$ cat config.mk
export PLATFORM = sky130hd
export DESIGN_NAME = epp_mul
export DESIGN_NICKNAME = d
export VERILOG_FILES = /design/src/epp_mul.sv
export SDC_FILE = /design/constraint.sdc
export NUM_CORES = 2
export LEC_CHECK = 0
export ABC_AREA = 1
export BUFFER_PORTS_ARGS = -buffer_cell sky130_fd_sc_hd__buf_2
export CORE_ASPECT_RATIO = 1.2
export CORE_MARGIN = 10
export CORE_UTILIZATION = 50
export DETAILED_ROUTE_END_ITERATION = 10
export PLACE_DENSITY = 0.76
export SETUP_SLACK_MARGIN = 0.4
export SYNTH_ARGS = -nofsm -noshare
export SYNTH_HDL_FRONTEND = slang
export SYNTH_SLANG_ARGS = --single-unit
$ cat constraint.sdc
create_clock -name clk -period 7.7 [get_ports clk]
set_input_delay 1.155 -clock clk [delete_from_list [all_inputs] [get_ports clk]]
set_output_delay 1.155 -clock clk [all_outputs]
set_load 0.01 [all_outputs]
$ cat src/epp_mul.sv
// Shared signed multiplier with a registered product.
module epp_mul (
  input  logic               clk,
  input  logic signed [32:0] a,
  input  logic signed [32:0] b,
  output logic signed [65:0] p
);
  always_ff @(posedge clk) begin
    p <= a * b;
  end
endmodule

# Yosys cells after proc, flatten, opt, wreduce, memory -nomap -nowiden
# Cells that the tools add are included.
# Widths: inputs -> output; s select.
# totals
ff_bits	66
input_bits	67
output_inout_bits	66
word_cells	2
# classes
n_mul	1
# op_table
cell	count
$mul 33x33->66	1

# Longest topological paths before layout
# logic_depth
depth_word	1
ltp_mapped	34

# Least setup slack after synthesis
# No wires, ideal clock.
# synth_path
path_type	input -> register
start	input a[32]
end	register p[60]
setup_ns	0.113
t_arrival_ns	7.798
required_ns	7.587
slack_ns	-0.211
path_stages	23
path_buffers	2
cell_sequence	clkbuf_1 > clkbuf_1 > nand2_1 > inv_1 > fa_1 > fa_1 > fa_1 > fa_1 > inv_1 > fa_1 > fa_1 > fa_1 > fa_1 > inv_1 > ha_1 > nand2_1 > nor2_1 > inv_1 > nor3_1 > nand2_1 > and2_0 > nand4_1 > nand2_1
# synth_via
elab_chain_len	1
# synth_rtl
element	line_no	rtl
start: declaration	4	input logic signed [32:0] a,
$mul 33x33->66	9	p <= a * b;
end signal: assignment	9	
end: declaration	6	output logic signed [65:0] p
# No other way between the ends.

# Worst setup path in the final report
# layout_path
start	input b[19]
end	register p[38]
# layout_via
elab_chain_len	1
# layout_rtl
element	line_no	rtl
start: declaration	5	input logic signed [32:0] b,
$mul 33x33->66	9	
# No other way between the ends.

==> flow_summary_export.csv <==
group,metric,value,unit
status,status,"finished clean",
grt,gr-usage-met3,2.73,%
routing,via_per_inst,5.01,
timing,fin_crit_sh,94.7,%
grt,grtUsageMet2,48.3,%
grt,grt_first_pass_wirelength,202000,µm
yosys,ys.flop_type,"dfxtp_1",
clock_tree,cts_buffers,9,
finish,fillers,7388,
grt,grt_overflow,0,
run,maxCapViolations,0,
timing,setup_viol,0,
routing,dr.first_iter.drc_count,2153,
critical_path,path_buf_inv,9,
yosys,synthArstFlopShare,0,%
finish,layout.cells.non_filler,6940,
yosys,postSynthCellCount,5543,
routing,wl,125000,µm
grt,busiest_layer,"met2",
yosys,synth.top_cells.by_count,"inv_1 (1894), nand2_1 (1517), fa_1 (1145)",
clock_tree,postCtsHoldBufs,0,
critical_path,cp.required,7.90,ns
clock_tree,cts.sinks,66,
routing,drt.antenna.violating_nets,0,
yosys,yosys-top-cells-area,"fa_1 (53%), inv_1 (16%), nand2_1 (13%)",
critical_path,critPathMaxStageDelay,0.60,ns
yosys,yosysTopAreaCellShare,53.1,%
timing,hold_slack,1.47,ns
yosys,synth_cell_types,35,
place,placedCellCount,6891,
yosys,avgSynthCellArea,7.79,µm²
timing,min_period,7.29,ns
min_path,hold_class,"input pin to register",
timing,slew_violations,0,
grt,antenna_found_initial,7,
timing,tns,0,ns
finish,syn_to_final_growth,15.0,%
yosys,synth_seq_cells,66,
critical_path,cpMostUsedCell,"fa_1",
finish,drive_gt1_share,14.6,%
timing,hold_viol,0,
clock_tree,clockRootBuffer,"clkbuf_16",
critical_path,path_class,"input pin to register",
yosys,synth_most_common_cell,"inv_1",
critical_path,end_kind,"register",
critical_path,cp_top_family,"adder cells",
finish,final_nets,7219,
grt,grt_pass1_vias,38900,
routing,wire_per_inst,18.1,µm
floorplanning,rows,118,
timing,slew_headroom,61.0,%
routing,firstDrtPassIters,7,
place,io_buffer_count,132,
yosys,yosysWarnings,0,
floorplanning,core-area,0.0859,mm²
place,dp_hpwl,110000,µm
floorplanning,die_x,288,µm
grt,groute.layer.met1.usage,27.9,%
critical_path,arrival,7.49,ns
timing,fmax,137,MHz
timing,rsz0062_at_grt,"yes",
critical_path,startpoint,"b[19]",
floorplanning,die_area,0.0985,mm²
floorplanning,initial_utilization,50.2,%
clock_tree,h-tree-depth,3,
yosys,synth_edf_count,0,
finish,reg_top3,"p x66",
clock_tree,clock_path_buffers,2,
clock_tree,cts_tree,"built",
finish,largest_register_ffs,66,
yosys,syn-cell-area,0.0432,mm²
yosys,syn_nets,6972,
floorplanning,die_y,342,µm
place,gp_congestion,0.954,
min_path,min_from,"a[0]",
yosys,synth_top_area_cell,"fa_1",
critical_path,worstPathMaxFanout,13,
grt,grt_use_total,26.0,%
timing,setup_ws,0.411,ns
floorplanning,ios,133,
yosys,synth_seq_area_share,3.06,%
timing,worstMarginPinSlew,0.584,ns
critical_path,critPathSlowestCell,"fa_2",
clock_tree,cts.clk_slew.worst_paths,0.06,ns
routing,vias,34800,
finish,regMostFlops,"p",
place,pre_cts_slack,-0.324,ns
critical_path,start_kind,"input pin",
routing,drc,0,
grt,grt_max_degree,29,
==> worst paths after layout <==
check	end	slack, ns	depth (start not counted)
min	p[0]	1.47	4
max	p[38]	0.41	25
==> cells in the final DEF, fill, tap and decap left out, types with 6 or more instances in the layout <==
cell / instances
o21ai_2: 6
buf_12: 35
inv_1: 1869
a21oi_1: 29
dfxtp_1: 66
ha_4: 45
xor2_1: 31
fa_1: 1118
nor2_2: 40
buf_8: 7
clkbuf_4: 6
xor2_2: 6
nor2_4: 27
nor2_1: 87
a21oi_2: 35
nand4_1: 19
o21ai_0: 9
ha_1: 172
nor3_2: 6
fa_2: 27
nand3_2: 17
nand2_2: 69
inv_2: 24
buf_2: 81
nand3_1: 60
nand2_1: 1454
nand2_4: 11
buf_6: 51
clkbuf_16: 15
buf_4: 313
o21ai_1: 8
o21bai_1: 11
==> per-stage QoR <==
| step | cell area [µm²] | utilization, % |
|---|---|---|
| CTS | 48100 | 56.0 |
| global placement | 47500 | 55.2 |
| finish | 49700 | 57.8 |
| detailed placement | 47500 | 55.2 |
| floorplan | 43500 | - |
| global route | 49700 | 57.8 |
==> routing by layer <==
metal	vias up	wire (µm)
met2	1401	66400
met4	2	9360
met5	-	14
li1	15500	-
met3	506	6910
met1	17400	42700
==> kinds of logic after synthesis <==
kind of cell / Yosys count / synth area share, %
simple gates: 1810 / 16.6
fa+ha+maj: 1362 / 59.4
flops: 66 / 3.06
compound gates: 106 / 1.38
xor+xnor: 41 / 0.832
buf+inv: 2158 / 18.8
==> area by class of cell <==
class / instances / area, µm² / share of cell area, %
multi-input combinational: 3319 / 35200 / 70.8
inverter: 1895 / 7120 / 14.3
timing repair buffer: 499 / 4330 / 8.72
tap: 1140 / 1430 / 2.87
sequential: 66 / 1320 / 2.66
clock buffer: 9 / 225 / 0.453
clock inverter: 7 / 51.3 / 0.103
antenna: 5 / 12.5 / 0.0252
==> timing repair <==
item	CTS	global route
gates resized for setup	96	326
pin swaps	25	96
setup endpoints to repair	45	45
cloned	0	8
setup buffers	5	15
Power is left out: the tool's default activity adds up to more than one toggle a clock period on the data nets, which glitch-free logic cannot reach.
